File: src/hdl/assert_macros.svh
// Assertion macros used by the top-level RTL file to check its own behavior.
`ifndef ASSERT_MACROS_SVH
`define ASSERT_MACROS_SVH

// Same-cycle implication, disabled while reset is asserted.
`define ASSERT_IMPLIES(label, clk, rst_n, ante, cons) \
    label: assert property (@(posedge clk) disable iff (!rst_n) (ante) |-> (cons)) \
        else $error("assertion failed: same-cycle implication");

// Next-cycle implication, disabled while reset is asserted.
`define ASSERT_NEXT(label, clk, rst_n, ante, cons) \
    label: assert property (@(posedge clk) disable iff (!rst_n) (ante) |=> (cons)) \
        else $error("assertion failed: next-cycle implication");

`endif

File: src/hdl/ssd_pkg.sv
// Types, constants and the segment table of the seven-segment driver.
`timescale 1ns / 1ps

package ssd_pkg;

    typedef enum logic [1:0] {
        MODE_INT    = 2'd0,
        MODE_HUND   = 2'd1,
        MODE_SIGN   = 2'd2,
        MODE_UNUSED = 2'd3
    } mode_t;

    localparam logic [1:0] DIGIT_A = 2'd0;
    localparam logic [1:0] DIGIT_B = 2'd1;
    localparam logic [1:0] DIGIT_C = 2'd2;
    localparam logic [1:0] DIGIT_D = 2'd3;

    localparam logic [6:0] SEG_MIDDLE = 7'h40;

    // Reciprocals for constant division: floor(x * R >> S).
    // 10000: underestimates by at most one, fixed by one compare-subtract.
    localparam logic [12:0] RECIP_10K  = 13'd6710;   // >> 26
    // Below 10000 these are exact.
    localparam logic [15:0] RECIP_10   = 16'd52429;  // >> 19
    localparam logic [12:0] RECIP_100  = 13'd5243;   // >> 19
    localparam logic [13:0] RECIP_1000 = 14'd8389;   // >> 23

    typedef struct packed {
        mode_t       mode;
        logic        negative;
        logic [13:0] value;     // magnitude mod 10000
    } rem_t;

    typedef struct packed {
        logic [3:0][6:0] segs;  // index 0 is digit D (units)
        logic            dp;    // decimal point on digit B
        logic [1:0]      first; // first digit index to send
    } disp_t;

    function automatic logic [6:0] seg_encode(input logic [3:0] digit);
        logic [6:0] segs;
        case (digit)
            4'd0:    segs = 7'h3F;
            4'd1:    segs = 7'h06;
            4'd2:    segs = 7'h5B;
            4'd3:    segs = 7'h4F;
            4'd4:    segs = 7'h66;
            4'd5:    segs = 7'h6D;
            4'd6:    segs = 7'h7D;
            4'd7:    segs = 7'h07;
            4'd8:    segs = 7'h7F;
            4'd9:    segs = 7'h67;
            default: segs = 7'h00;
        endcase
        return segs;
    endfunction

endpackage

File: src/hdl/ssd_in_if.sv
// Input channel: mode, signed value and sign flag with valid/ready.
`timescale 1ns / 1ps

interface ssd_in_if;
    logic               valid;
    logic               ready;
    logic [1:0]         mode;
    logic signed [17:0] value;
    logic               negative;

    modport source (output valid, mode, value, negative, input ready);
    modport sink   (input valid, mode, value, negative, output ready);
endinterface

File: src/hdl/ssd_out_if.sv
// Output channel: one displayed digit per transfer with valid/ready.
`timescale 1ns / 1ps

interface ssd_out_if;
    logic       valid;
    logic       ready;
    logic [1:0] digit_select;
    logic [6:0] segments;
    logic       decimal_point;
    logic       last;

    modport source (output valid, digit_select, segments, decimal_point, last, input ready);
    modport sink   (input valid, digit_select, segments, decimal_point, last, output ready);
endinterface

File: src/hdl/ssd_mod10k.sv
// Stages 1-3: magnitude, quotient by 10000, remainder mod 10000.
`timescale 1ns / 1ps

module ssd_mod10k (
    input  logic         clk,
    input  logic         rst_n,
    ssd_in_if.sink       item,
    output logic         rem_valid,
    input  logic         rem_ready,
    output ssd_pkg::rem_t rem
);
    import ssd_pkg::*;

    logic        s1_valid_reg;
    mode_t       s1_mode_reg;
    logic        s1_neg_reg;
    logic [17:0] s1_mag_reg;

    logic        s2_valid_reg;
    mode_t       s2_mode_reg;
    logic        s2_neg_reg;
    logic [17:0] s2_mag_reg;
    logic [3:0]  s2_quot_reg;

    logic        s3_valid_reg;
    rem_t        s3_rem_reg;

    logic        en1, en2, en3;
    logic [17:0] mag_next;
    logic [30:0] quot_prod;
    logic [3:0]  quot_next;
    logic [17:0] diff;
    logic [17:0] rem_wide;
    rem_t        rem_next;

    assign en3 = !s3_valid_reg || rem_ready;
    assign en2 = !s2_valid_reg || en3;
    assign en1 = !s1_valid_reg || en2;
    assign item.ready = en1;

    // -131072 negates to 0x20000, correct as an unsigned magnitude
    assign mag_next = item.value[17] ? (~item.value + 18'd1) : item.value;

    assign quot_prod = {13'd0, s1_mag_reg} * {18'd0, RECIP_10K};
    assign quot_next = quot_prod[29:26];

    assign diff     = s2_mag_reg - ({14'd0, s2_quot_reg} * 18'd10000);
    assign rem_wide = (diff >= 18'd10000) ? (diff - 18'd10000) : diff;

    always_comb
    begin
        rem_next.mode     = s2_mode_reg;
        rem_next.negative = s2_neg_reg;
        rem_next.value    = rem_wide[13:0];
    end

    always_ff @(posedge clk or negedge rst_n)
    begin
        if (!rst_n)
        begin
            s1_valid_reg <= 1'b0;
            s2_valid_reg <= 1'b0;
            s3_valid_reg <= 1'b0;
        end
        else
        begin
            // unused mode is taken and dropped here
            if (en1)
                s1_valid_reg <= item.valid && (mode_t'(item.mode) != MODE_UNUSED);
            if (en2)
                s2_valid_reg <= s1_valid_reg;
            if (en3)
                s3_valid_reg <= s2_valid_reg;
        end
    end

    always_ff @(posedge clk)
    begin
        if (en1)
        begin
            s1_mode_reg <= mode_t'(item.mode);
            s1_neg_reg  <= item.negative;
            s1_mag_reg  <= mag_next;
        end
        if (en2)
        begin
            s2_mode_reg <= s1_mode_reg;
            s2_neg_reg  <= s1_neg_reg;
            s2_mag_reg  <= s1_mag_reg;
            s2_quot_reg <= quot_next;
        end
        if (en3)
            s3_rem_reg <= rem_next;
    end

    assign rem_valid = s3_valid_reg;
    assign rem       = s3_rem_reg;

endmodule

File: src/hdl/ssd_digits.sv
// Stages 4-5: decimal digits of the remainder and segment encoding.
`timescale 1ns / 1ps

module ssd_digits (
    input  logic           clk,
    input  logic           rst_n,
    input  logic           rem_valid,
    output logic           rem_ready,
    input  ssd_pkg::rem_t  rem,
    output logic           disp_valid,
    input  logic           disp_ready,
    output ssd_pkg::disp_t disp
);
    import ssd_pkg::*;

    logic        s4_valid_reg;
    mode_t       s4_mode_reg;
    logic        s4_neg_reg;
    logic [13:0] s4_rem_reg;
    logic [9:0]  s4_tens_reg;   // rem / 10
    logic [6:0]  s4_hund_reg;   // rem / 100
    logic [3:0]  s4_thou_reg;   // rem / 1000

    logic        s5_valid_reg;
    disp_t       s5_disp_reg;

    logic        en4, en5;
    logic [29:0] tens_prod;
    logic [26:0] hund_prod;
    logic [27:0] thou_prod;
    logic [13:0] d0_wide;
    logic [9:0]  d1_wide;
    logic [6:0]  d2_wide;
    disp_t       disp_next;

    assign en5 = !s5_valid_reg || disp_ready;
    assign en4 = !s4_valid_reg || en5;
    assign rem_ready = en4;

    assign tens_prod = {16'd0, rem.value} * {14'd0, RECIP_10};
    assign hund_prod = {13'd0, rem.value} * {14'd0, RECIP_100};
    assign thou_prod = {14'd0, rem.value} * {14'd0, RECIP_1000};

    // digit = quotient - 10 * next quotient, 10x as two shifts
    assign d0_wide = s4_rem_reg - {1'b0, s4_tens_reg, 3'b0} - {3'b0, s4_tens_reg, 1'b0};
    assign d1_wide = s4_tens_reg - {s4_hund_reg, 3'b0} - {2'b0, s4_hund_reg, 1'b0};
    assign d2_wide = s4_hund_reg - {s4_thou_reg, 3'b0} - {2'b0, s4_thou_reg, 1'b0};

    always_comb
    begin
        disp_next = '0;
        if (s4_mode_reg == MODE_SIGN)
        begin
            // single result on digit A
            disp_next.segs[3] = s4_neg_reg ? SEG_MIDDLE : 7'h00;
            disp_next.first   = 2'd3;
        end
        else
        begin
            disp_next.segs[0] = seg_encode(d0_wide[3:0]);
            disp_next.segs[1] = seg_encode(d1_wide[3:0]);
            disp_next.segs[2] = seg_encode(d2_wide[3:0]);
            disp_next.segs[3] = seg_encode(s4_thou_reg);
            disp_next.dp      = (s4_mode_reg == MODE_HUND);
            disp_next.first   = 2'd0;
        end
    end

    always_ff @(posedge clk or negedge rst_n)
    begin
        if (!rst_n)
        begin
            s4_valid_reg <= 1'b0;
            s5_valid_reg <= 1'b0;
        end
        else
        begin
            if (en4)
                s4_valid_reg <= rem_valid;
            if (en5)
                s5_valid_reg <= s4_valid_reg;
        end
    end

    always_ff @(posedge clk)
    begin
        if (en4)
        begin
            s4_mode_reg <= rem.mode;
            s4_neg_reg  <= rem.negative;
            s4_rem_reg  <= rem.value;
            s4_tens_reg <= tens_prod[28:19];
            s4_hund_reg <= hund_prod[25:19];
            s4_thou_reg <= thou_prod[26:23];
        end
        if (en5)
            s5_disp_reg <= disp_next;
    end

    assign disp_valid = s5_valid_reg;
    assign disp       = s5_disp_reg;

endmodule

File: src/hdl/ssd_serializer.sv
// Output stage: sends the digits of one item, one per transfer.
`timescale 1ns / 1ps

module ssd_serializer (
    input  logic           clk,
    input  logic           rst_n,
    input  logic           disp_valid,
    output logic           disp_ready,
    input  ssd_pkg::disp_t disp,
    ssd_out_if.source      result
);
    import ssd_pkg::*;

    logic            valid_reg;
    logic [1:0]      cnt_reg;
    logic [3:0][6:0] segs_reg;
    logic            dp_reg;

    logic            is_last;
    logic            take;
    logic            give;

    assign is_last    = (cnt_reg == 2'd3);
    assign give       = valid_reg && result.ready;
    assign disp_ready = !valid_reg || (result.ready && is_last);
    assign take       = disp_valid && disp_ready;

    always_ff @(posedge clk or negedge rst_n)
    begin
        if (!rst_n)
        begin
            valid_reg <= 1'b0;
            cnt_reg   <= 2'd0;
        end
        else
        begin
            if (disp_ready)
                valid_reg <= disp_valid;
            if (take)
                cnt_reg <= disp.first;
            else if (give)
                cnt_reg <= cnt_reg + 2'd1;
        end
    end

    always_ff @(posedge clk)
    begin
        if (take)
        begin
            segs_reg <= disp.segs;
            dp_reg   <= disp.dp;
        end
    end

    // count 0..3 walks digits D, C, B, A
    assign result.valid         = valid_reg;
    assign result.digit_select  = ~cnt_reg;
    assign result.segments      = segs_reg[cnt_reg];
    assign result.decimal_point = dp_reg && (~cnt_reg == DIGIT_B);
    assign result.last          = is_last;

endmodule

File: src/hdl/four_digit_seven_segment_driver.sv
// Top level of the four-digit seven-segment driver.
//
// Channel item takes a mode, an 18-bit signed value and a sign flag.
// Channel result gives one digit per transfer: digit_select, segments,
// decimal_point and last (set on the final digit of an item).
// Integer and hundredths modes send digits D, C, B, A of the magnitude
// mod 10000; hundredths lights the decimal point on digit B. Sign mode
// sends one digit A with the middle segment set from the sign flag.
// Mode 3 is taken and produces nothing.
// Pipeline: an item passes six register stages (magnitude, quotient,
// remainder, digit quotients, segment encode, output register) before its
// first digit is offered; then one digit per cycle while result is ready.
// The serializer sends one digit per transfer and takes the next item
// as the final digit of the current one is sent.
// A stall on result holds the serializer; the pipeline stages fill behind
// it and item.ready drops only when every stage is full. Nothing is lost
// or repeated. Reset clears all valid bits; no clearing pass is needed.
`timescale 1ns / 1ps
`include "assert_macros.svh"

module four_digit_seven_segment_driver (
    input  logic      clk,
    input  logic      rst_n,
    ssd_in_if.sink    item,
    ssd_out_if.source result
);
    import ssd_pkg::*;

    // remainder stream between stage 3 and stage 4
    logic  rem_valid;
    logic  rem_ready;
    rem_t  rem;

    // encoded display stream into the serializer
    logic  disp_valid;
    logic  disp_ready;
    disp_t disp;

    // result views for the checks below
    logic       mid_xfer;   // transfer of a digit that is not the last
    logic [1:0] out_sel;
    logic [1:0] sel_down;   // select expected on the following digit

    ssd_mod10k u_mod10k (
        .clk       (clk),
        .rst_n     (rst_n),
        .item      (item),
        .rem_valid (rem_valid),
        .rem_ready (rem_ready),
        .rem       (rem)
    );

    ssd_digits u_digits (
        .clk        (clk),
        .rst_n      (rst_n),
        .rem_valid  (rem_valid),
        .rem_ready  (rem_ready),
        .rem        (rem),
        .disp_valid (disp_valid),
        .disp_ready (disp_ready),
        .disp       (disp)
    );

    ssd_serializer u_serializer (
        .clk        (clk),
        .rst_n      (rst_n),
        .disp_valid (disp_valid),
        .disp_ready (disp_ready),
        .disp       (disp),
        .result     (result)
    );

    assign mid_xfer = result.valid && result.ready && !result.last;
    assign out_sel  = result.digit_select;
    assign sel_down = result.digit_select - 2'd1;

    // final digit of every item is digit A
    `ASSERT_IMPLIES(a_last_on_a, clk, rst_n, result.valid && result.last, out_sel == DIGIT_A)
    // decimal point only ever on digit B
    `ASSERT_IMPLIES(a_dp_on_b, clk, rst_n, result.valid && result.decimal_point, out_sel == DIGIT_B)
    // digits of an item follow back to back, D down to A
    `ASSERT_NEXT(a_no_gap, clk, rst_n, mid_xfer, result.valid)
    `ASSERT_NEXT(a_digit_order, clk, rst_n, mid_xfer, out_sel == $past(sel_down))

endmodule
File: src/flat_wrapper.sv
// flat-port wrapper written by rule: the top's interface ports become plain ports
module four_digit_seven_segment_driver_flat import ssd_pkg::*;
  (clk, rst_n, item_valid, item_mode, item_value, item_negative, item_ready, result_valid, result_digit_select, result_segments, result_decimal_point, result_last, result_ready);
  ssd_in_if item_i ();
  ssd_out_if result_i ();
  input  logic clk;
  input  logic rst_n;
  input wire logic [$bits(item_i.valid)-1:0] item_valid;
  input wire logic [$bits(item_i.mode)-1:0] item_mode;
  input wire logic [$bits(item_i.value)-1:0] item_value;
  input wire logic [$bits(item_i.negative)-1:0] item_negative;
  output wire logic [$bits(item_i.ready)-1:0] item_ready;
  output wire logic [$bits(result_i.valid)-1:0] result_valid;
  output wire logic [$bits(result_i.digit_select)-1:0] result_digit_select;
  output wire logic [$bits(result_i.segments)-1:0] result_segments;
  output wire logic [$bits(result_i.decimal_point)-1:0] result_decimal_point;
  output wire logic [$bits(result_i.last)-1:0] result_last;
  input wire logic [$bits(result_i.ready)-1:0] result_ready;
  assign item_i.valid = item_valid;
  assign item_i.mode = item_mode;
  assign item_i.value = item_value;
  assign item_i.negative = item_negative;
  assign item_ready = item_i.ready;
  assign result_valid = result_i.valid;
  assign result_digit_select = result_i.digit_select;
  assign result_segments = result_i.segments;
  assign result_decimal_point = result_i.decimal_point;
  assign result_last = result_i.last;
  assign result_i.ready = result_ready;
  four_digit_seven_segment_driver u_core (.clk(clk), .rst_n(rst_n), .item(item_i), .result(result_i));
endmodule
File: config.mk
export PLATFORM = sky130hd
export DESIGN_NAME = four_digit_seven_segment_driver_flat
export DESIGN_NICKNAME = d
export VERILOG_FILES = /design/src/hdl/ssd_pkg.sv /design/src/hdl/ssd_in_if.sv /design/src/hdl/ssd_out_if.sv /design/src/hdl/ssd_mod10k.sv /design/src/hdl/ssd_digits.sv /design/src/hdl/ssd_serializer.sv /design/src/hdl/four_digit_seven_segment_driver.sv /design/src/flat_wrapper.sv
export VERILOG_INCLUDE_DIRS = /design/src /design/src/hdl
export SDC_FILE = /design/constraint.sdc
export NUM_CORES = 1
export LEC_CHECK = 0
export ABC_AREA = 1
export ABC_CLOCK_PERIOD_IN_PS = 6100
export BUFFER_PORTS_ARGS = -buffer_cell sky130_fd_sc_hd__buf_2
export CORE_AREA = 2 2 262 264
export DETAILED_ROUTE_END_ITERATION = 10
export DIE_AREA = 0 0 264 266
export GPL_ROUTABILITY_DRIVEN = 0
export PLACE_DENSITY_LB_ADDON = 0.1
export SETUP_SLACK_MARGIN = 0.15
export SYNTH_ARGS = -nofsm -noshare
export SYNTH_HDL_FRONTEND = slang
export SYNTH_SLANG_ARGS = --single-unit
export TNS_END_PERCENT = 30
File: constraint.sdc
create_clock -name clk -period 6.1 [get_ports clk]
set_input_delay 0.915 -clock clk [delete_from_list [all_inputs] [get_ports clk]]
set_output_delay 0.915 -clock clk [all_outputs]
set_load 0.01 [all_outputs]
==> Word-level counts from Yosys, hierarchy flattened <==
Memories as Yosys holds them, arrays and structs flattened. A register that Yosys moved wholly into a read port is not among the register bits.
Cells that the tools add are included.
{ "word_totals": {"regBits": 129, "latchBits": 0, "ramBits": 0, "mem_bits_ro": 448, "inputBits": 25, "output_inout_bits": 13, "n_memories": 4} }
{ "op_classes": {"n_addsub": 10, "n_mul": 5, "div_mod_pow": 0, "magnitude_cmp": 2, "n_eq_ne": 5, "n_shift": 0, "n_mux": 10, "bitwise": 2, "reduce_logical": 18} }
{ "mem_list": {"columns": ["memory", "words", "width", "rd", "rd_ports_with_merged_regs", "wr", "line_no", "text"], "rows": [
  ["(no name shown)", 16, 7, 1, 1, 0, "ssd_pkg.sv:42", "case (digit)"],
  ["(no name shown)", 16, 7, 1, 1, 0, "ssd_pkg.sv:42", null],
  ["(no name shown)", 16, 7, 1, 1, 0, "ssd_pkg.sv:42", null],
  ["(no name shown)", 16, 7, 1, 1, 0, "ssd_pkg.sv:42", null]
]} }
{ "op_table": {"columns": ["op", "count"], "rows": [
  ["$mul 18x12->29 const B", 1],
  ["$mul 14x14->27 const B", 1],
  ["$sub 4x4->4", 6],
  ["$mul 14x13->23 const B", 1],
  ["$mul 14x16->23 const B", 1],
  ["$mux 7", 3],
  ["$add 18x1->18 const B", 1],
  ["$ge 18x14->1 const B", 1],
  ["$not 18->18", 1],
  ["$sub 18x18->18", 1],
  ["$mux 17", 1],
  ["$bmux 7 s2", 1],
  ["$mul 4x10->14 const B", 1],
  ["$mux 14", 1],
  ["$sub 14x14->14 const B", 1],
  ["$logic_not 1->1", 6],
  ["$logic_or 1x1->1", 6],
  ["$mux 2", 3],
  ["$logic_and 1x1->1", 5],
  ["$eq 2x1->1 const B", 2],
  ["$eq 2x2->1 const B", 2],
  ["$mux 4", 1],
  ["$lt 2x3->1 const B", 1],
  ["$add 2x1->2 const B", 1],
  ["3 further kinds", 3]
]} }

==> Depth between registers and ports, before layout <==
Gate-level depths: netlist of run 1.
{ "logic_depth": {"ltp_word": 8, "ltp_mapped": 29} }

==> By module <==
Synthesis of run 1 repeated with hierarchy kept, for this count alone.
{ "unflattened": {"cells_unflattened": 2306, "area_unflattened_um2": 20335.8} }
{ "modules_own_cells": {"columns": ["mod", "n_inst", "cells_per_inst", "area_each_um2", "seq_area_each_um2"], "rows": [
  ["ssd_digits", 1, 1338, 11461.0, 1661.6],
  ["ssd_mod10k", 1, 872, 7601.0, 1966.9],
  ["ssd_serializer", 1, 96, 1273.7, 945.9]
]} }

==> Worst setup path before layout of run 1 <==
Ideal clock, no wire load.
{ "synth_timing": {"path_type": "register to register", "startpoint": "register u_core.u_mod10k.s3_rem_reg (netlist bit u_core.u_mod10k.rem[12])", "endpoint": "register u_core.u_digits.s4_tens_reg[2] (data pin)", "arrival_time_ns": 4.830, "slack_ns": 1.012, "stages_incl_launch_ff": 19, "path_buffers": 0, "period_less_slack_ns": 5.088, "path_cell_list": "edfxtp_1 -> inv_1 -> ha_1 -> inv_1 -> fa_1 -> inv_1 -> fa_1 -> fa_1 -> inv_1 -> fa_1 -> inv_1 -> fa_1 -> inv_1 -> ha_1 -> nand2_1 -> nor4_1 -> nand4_1 -> nand3_1 -> xor2_1"} }
{ "synth_via": {"elab_chain_cells": 1} }
{ "synth_lines": {"columns": ["element", "line_no", "text"], "rows": [
  ["start: declaration", "ssd_mod10k.sv:26", "rem_t s3_rem_reg;"],
  ["start signal: assignment", "ssd_mod10k.sv:93", "s3_rem_reg <= rem_next;"],
  ["$mul 14x16->23", "ssd_digits.sv:40", "assign tens_prod = {16'd0, rem.value} * {14'd0, RECIP_10};"],
  ["net u_core.u_digits.tens_prod[21]", "ssd_digits.sv:28", "logic [29:0] tens_prod;"],
  ["end signal: assignment", "ssd_digits.sv:92", "s4_tens_reg <= tens_prod[28:19];"],
  ["end: declaration", "ssd_digits.sv:20", "logic [9:0] s4_tens_reg;"]
]} }
The timed path passes the listed nets, and every way through them passes these cells.
A chain may end at the register's enable or synchronous reset.

==> Worst setup path in the final report of run 1 <==
{ "layout_timing": {"startpoint": "register u_core.u_mod10k.s3_rem_reg (netlist bit u_core.u_mod10k.rem[12])", "endpoint": "register u_core.u_digits.s4_tens_reg[1] (data pin)"} }
The elaborated chain is that of the path after synthesis.

==> results of run 1 <==
## critical path: stages, from the launching register on
cell and delay (ns):
edfxtp_1 0.57, inv_1 0.25, ha_1 0.33, inv_1 0.11, fa_1 0.55, inv_1 0.08
fa_1 0.49, fa_1 0.54, inv_1 0.05, fa_1 0.50, inv_1 0.06, fa_1 0.49
inv_1 0.04, ha_1 0.30, nand2_1 0.09, nor4_1 0.35, nand4_1 0.16, nand3_1 0.13
xor2_1 0.06
## logic make-up (layout without fill, tap and decap cells)
| family | Yosys count | in the layout | share of synthesized area |
|---|---|---|---|
| XOR/XNOR | 68 | 68 | 0.0298 |
| AND/OR/NAND/NOR | 639 | 639 | 0.134 |
| buffers and inverters | 571 | 647 | 0.108 |
| adder cells (fa/ha/maj) | 585 | 585 | 0.444 |
| flip-flops | 156 | 156 | 0.229 |
| AO/OA/AOI/OAI | 208 | 208 | 0.0558 |
## per-layer routing
metal  vias to the layer above  GRT usage  share of wire
li1                       7190          -              -
met1                      6849      0.193           0.45
met2                       129      0.271           0.50
met3                        57     0.0219          0.021
met4                         0     0.0490          0.027
met5                         -          0              0
## how the worst max path moves through the flow
stage / startpoint / end / cells past startpoint / slack (ns)
after floorplan: u_core.u_mod10k.rem[12] / u_core.u_digits.s4_tens_reg[2] / 18 / 1.01
after global placement: u_core.u_mod10k.rem[12] / u_core.u_digits.s4_tens_reg[2] / 18 / 0.74
after detailed placement: u_core.u_mod10k.rem[12] / u_core.u_digits.s4_tens_reg[1] / 18 / 0.65
after CTS: u_core.u_mod10k.rem[12] / u_core.u_digits.s4_tens_reg[1] / 18 / 0.65
after global routing: u_core.u_mod10k.rem[5] / register / 24 / 0.24
final: u_core.u_mod10k.rem[12] / u_core.u_digits.s4_tens_reg[1] / 18 / 0.71
## cells in the final DEF, fill, tap and decap left out, drive strengths merged, types with 4 or more instances in the layout
cell type	netlist	layout
nand4	23	23
fa	207	207
o21ai	75	75
ha	378	378
buf	5	52
nand3b	4	4
edfxtp	141	141
o22ai	7	7
dfrtp	8	8
nor4	13	13
o211ai	5	5
xor2	43	43
a21o	8	8
a21oi	100	100
nor2	120	120
or2	12	12
nor3	16	16
dfxtp	7	7
o21bai	4	4
nand3	77	77
clkbuf	3	17
xnor2	25	25
inv	563	568
nand2	370	370
clkinv	0	9
## through the flow
stage / setup slack, ns / hold slack, ns
3_3_place_gp: 0.736 / 0.401
4_1_cts: 0.645 / 0.233
2_1_floorplan: 1.01 / 0.400
5_1_grt: 0.236 / 0.257
6_report: 0.706 / 0.276
3_5_place_dp: 0.646 / 0.405
## cell type report
type                            count  area, sq um  area share
Clock buffer                       17          425      0.0194
Clock inverter                     15          198     0.00900
Tap cell                          882         1100      0.0502
Inverter                          563         2110      0.0962
Sequential cell                   156         4570       0.208
Multi-Input combinational cell   1500        13300       0.604
Timing Repair Buffer               52          298      0.0136
==> metrics.cfg, run 1 <==
[outcome]
outcome=completed

[clock_network]
clk-insertion-delay-late_ns=0.48
cts_made_buffers=17
clockBufferDepth=2
clock_sinks=156
cts_tree=built
cts.clk_slew.worst_paths_ns=0.08
postCtsSetupBuffers=0
clk_root_buffer_cell=clkbuf_16
cts_max_level=4
cts_resized=0
holdBufCountCts=0

[logic_synthesis]
synth.largest_area_cell=ha_1
yosys_warnings=0
synth_flop_cell=edfxtp_1
syn-num-nets=2837
avgSynthCellArea_sq_um=8.98
syn_area_sq_mm=0.0200
synth-edff-count=141
ys_top_cells_by_count=inv_1, ha_1, nand2_1
synthCells=2227
ys_top_cells_by_area=ha_1, edfxtp_1, fa_1, inv_1, nand2_1
seq_area_frac_synth=0.229
synth.most_common_cell=inv_1
synth_async_sr_flop_share=0.0513
synth.top_cell.area_share=0.237
ys_seq_elements=156
synth.distinct_cells=38

[place]
port-buffer-count=37
dp_hpwl_microns=44200
place_inst=3153
placed_area_sq_mm=0.0214

[worst_setup_path]
cp_max_fo=8
rr_endpoint=u_core.u_digits.s4_tens_reg[1]
crit_path_end_kind=register
rrSetupSlack_ns=0.71
crit_arrival_ns=5.64
critPathLaunchType=register
critPathKind=register to register
worstPathRequired_ns=6.34
r2r-start=u_core.u_mod10k.rem[12]
r2r_cells=18

[grt]
antenna_found_initial=0
grt_use_total=0.154
grt_overflow=0
grt_pass1_wl_microns=83200
grt_pass1_vias=15484
grt_max_degree=33

[finish]
fin_nets=2900
area_delta_synth_final_pct=9.93
drive_above_1_share=0.0447
fin_area_sq_mm=0.0220
antenna_cells=0
largest_reg_flops=30
fin_cells=3185
fin_util=0.324
n_fill_cell=7218

[route]
drt_first_pass_iters=5
drc=0
wl_per_cell_microns=15.8
drtIter0Drc=585
viasPerCell=4.47
postRouteAntennaNets=0
vias=14225
drt-total-wl_microns=50400

[min_path]
hp-class=input port to async pin

[timing]
post-route-period-util=0.884
slew-limit-headroom=0.335
finalClockSkew_ns=0.0150
finalCriticalPeriod_ns=5.39
setup_viol=0
finalHoldViolCount=0
worst_slew_pin_slew_ns=0.990
setup_tns_ns=0
fmax_mhz=185
rsz0062_at_grt=false
slew_viol_final=0

[die]
die_y_microns=266
initial_utilization=0.295
coreArea_sq_mm=0.0677
ioPinCount=38
dieArea_sq_mm=0.0702
rows=96
dieWidth_microns=264

[run]
drv_cap=0

Power of run 1 is not shown: default switching activity piles up to over one toggle a cycle in this logic, so the estimate is an artifact.
==> run 2: changes to the inputs <==
- ABC_AREA: 1 -> not set
- CORE_AREA: 2 2 262 264 -> 2 2 358 183
- CTS_CLUSTER_DIAMETER: not set -> 80
- DIE_AREA: 0 0 264 266 -> 0 0 360 185
==> run 2 against run 1 <==
Net effect:
- fmax is 5.5% lower
- first-iteration DRC count rose by 58%
- clock-buffer cell count up 1
- clock skew decreased by 0.0017 ns
- non-clock buffer count rose by 19
- wire length is 1.7% lower
- critical path type unchanged
==> metrics.cfg, run 2 <==
[outcome]
outcome=completed

[finish]
fin_nets=2435  ; -16%
fin_util=0.326  ; +0.00168
antenna_cells=0  ; unchanged
drive_above_1_share=0.0767  ; +0.0320
largest_reg_flops=30  ; unchanged
layout_common_cells=inv_1, ha_1, fa_1, edfxtp_1, xnor2_1
area_delta_synth_final_pct=10.5
final_common_cell=inv_1
fin_area_sq_mm=0.0208  ; -5.3%

[place]
dp_hpwl_microns=43400  ; -2.0%
pre_cts_ws_ns=0.408  ; -0.239 ns
placed_area_sq_mm=0.0202  ; -5.2%
port-buffer-count=37  ; unchanged

[clock_network]
clk-insertion-delay-late_ns=0.47  ; about the same
cts_max_level=4  ; unchanged
cts_tree=built
clock_sinks=156  ; unchanged
clk_root_buffer_cell=clkbuf_16
holdBufCountCts=0  ; unchanged
cts_made_buffers=17  ; unchanged
cts.clk_slew.worst_paths_ns=0.07  ; about the same
clockBufferDepth=2  ; unchanged

[route]
postRouteAntennaNets=0  ; unchanged
wl_per_cell_microns=18.4  ; +16%
drt-total-wl_microns=49600  ; -1.7%
drc=0  ; unchanged
viasPerCell=4.51  ; +1.0%
drtIter0Drc=927  ; +58%
drt_first_pass_iters=4  ; -1
vias=12126  ; -15%

[logic_synthesis]
synth_flop_cell=edfxtp_1
ys_top_cells_by_count=inv_1, ha_1, fa_1
syn-num-nets=2361  ; -17%
synth.top_cell.area_share=0.251  ; +0.0145
ys_top_cells_by_area=ha_1, edfxtp_1, fa_1, inv_1, xnor2_1
seq_area_frac_synth=0.243  ; +0.0140
yosys_warnings=0  ; unchanged
synth.most_common_cell=inv_1
synth_async_sr_flop_share=0.0513  ; unchanged
synth.distinct_cells=79  ; +110%
synthCells=1751  ; -21%
synth.largest_area_cell=ha_1
ys_seq_elements=156  ; unchanged
syn_area_sq_mm=0.0188  ; -5.8%
avgSynthCellArea_sq_um=10.8  ; +20%
synth-edff-count=141  ; unchanged

[die]
die_y_microns=185  ; -30%
initial_utilization=0.295  ; about the same
coreArea_sq_mm=0.0638  ; -5.8%
dieArea_sq_mm=0.0666  ; -5.2%
ioPinCount=38  ; unchanged
rows=66  ; -31%
dieWidth_microns=360  ; +36%

[min_path]
hp-class=input port to async pin

[timing]
layout_setup_ws_ns=0.395  ; -0.311 ns
setup_tns_ns=0  ; unchanged
worst_slew_pin_slew_ns=1.06  ; +0.0708 ns
rsz0062_at_grt=true
finalCriticalPeriod_ns=5.70  ; +0.311 ns
slew-limit-headroom=0.291  ; -0.0439
fmax_mhz=175  ; -5.5%
finalHoldViolCount=0  ; unchanged
finalClockSkew_ns=0.0133  ; -0.00166 ns
post-route-period-util=0.935  ; +0.0510
setup_viol=0  ; unchanged
slew_viol_final=0  ; unchanged

[grt]
grt_max_degree=32  ; -3.0%
grt_pass1_vias=12465  ; -19%
antenna_found_initial=1  ; +1
grt_pass1_wl_microns=77700  ; -6.5%
grt_overflow=0  ; unchanged
grt_use_total=0.158  ; +0.00440

[worst_setup_path]
crit_path_end_kind=register
r2r_cells=18  ; unchanged
rr_endpoint=u_core.u_digits.s4_hund_reg[3]
worstPathRequired_ns=6.35  ; about the same
r2r-start=u_core.u_mod10k.rem[10]
rrSetupSlack_ns=0.40  ; -0.31 ns
critPathLaunchType=register
crit_arrival_ns=5.96  ; +0.32 ns
cp_max_fo=9  ; +1
critPathKind=register to register

[run]
drv_cap=0  ; unchanged

## run 2: cell families after synthesis
family	Yosys count	share of synthesized area
fa+ha+maj	585	0.471
compound gates	215	0.0735
buf+inv	456	0.0931
simple gates	238	0.0658
xor+xnor	76	0.0353
flops	156	0.243
mux	25	0.0183
## run 2: area by class of cell
cell class                      count  area, sq um
Multi-Input combinational cell   1139        12500
Timing Repair Buffer               71          440
Fill cell                        6587        43000
Tap cell                          850         1060
Sequential cell                   156         4570
Clock inverter                     14          125
Inverter                          440         1650
Clock buffer                       18          429
## run 2: worst max-delay path, stage by stage, from the launching register on
cell,delay [ns]
edfxtp_1,0.68
ha_1,0.44
inv_1,0.06
fa_1,0.54
inv_1,0.07
fa_1,0.51
inv_1,0.06
fa_1,0.47
inv_1,0.05
fa_1,0.48
ha_1,0.32
a211o_1,0.32
a211oi_1,0.20
o21ai_0,0.13
a221oi_1,0.27
buf_4,0.17
o211ai_1,0.21
a21oi_1,0.27
xnor2_1,0.23
## run 2: through the flow
stage / hold WS [ns] / cells
global route: 0.276 / 2688
floorplan: 0.400 / 1751
finish: 0.294 / 2688
detailed placement: 0.405 / 2655
CTS: 0.252 / 2687
global placement: 0.402 / 2655
## run 2: worst max path at each step
stage,start,cells past startpoint,end,slack [ns]
after global placement,u_core.u_mod10k.rem[2],21,register,0.45
final,u_core.u_mod10k.rem[10],18,u_core.u_digits.s4_hund_reg[3],0.40
after CTS,u_core.u_mod10k.rem[2],21,register,0.33
after detailed placement,u_core.u_mod10k.rem[2],21,register,0.41
after global routing,u_core.u_mod10k.rem[10],18,u_core.u_digits.s4_hund_reg[3],0.13
after floorplan,u_core.u_mod10k.rem[12],19,u_core.u_digits.s4_tens_reg[2],0.56
## run 2: timing repair
item                                    in CTS  in global routing
endpoints found under the setup margin       0                  7
setup buffers                                0                  1
gates resized for setup                      0                  6
## run 2: metal layers
layer  global-route usage  wire (microns)
met1                0.271           30300
met2                0.179           15700
met3               0.0488            3270
met4               0.0259             328
met5                    0               0
Power of run 2 is left out for the same reason.
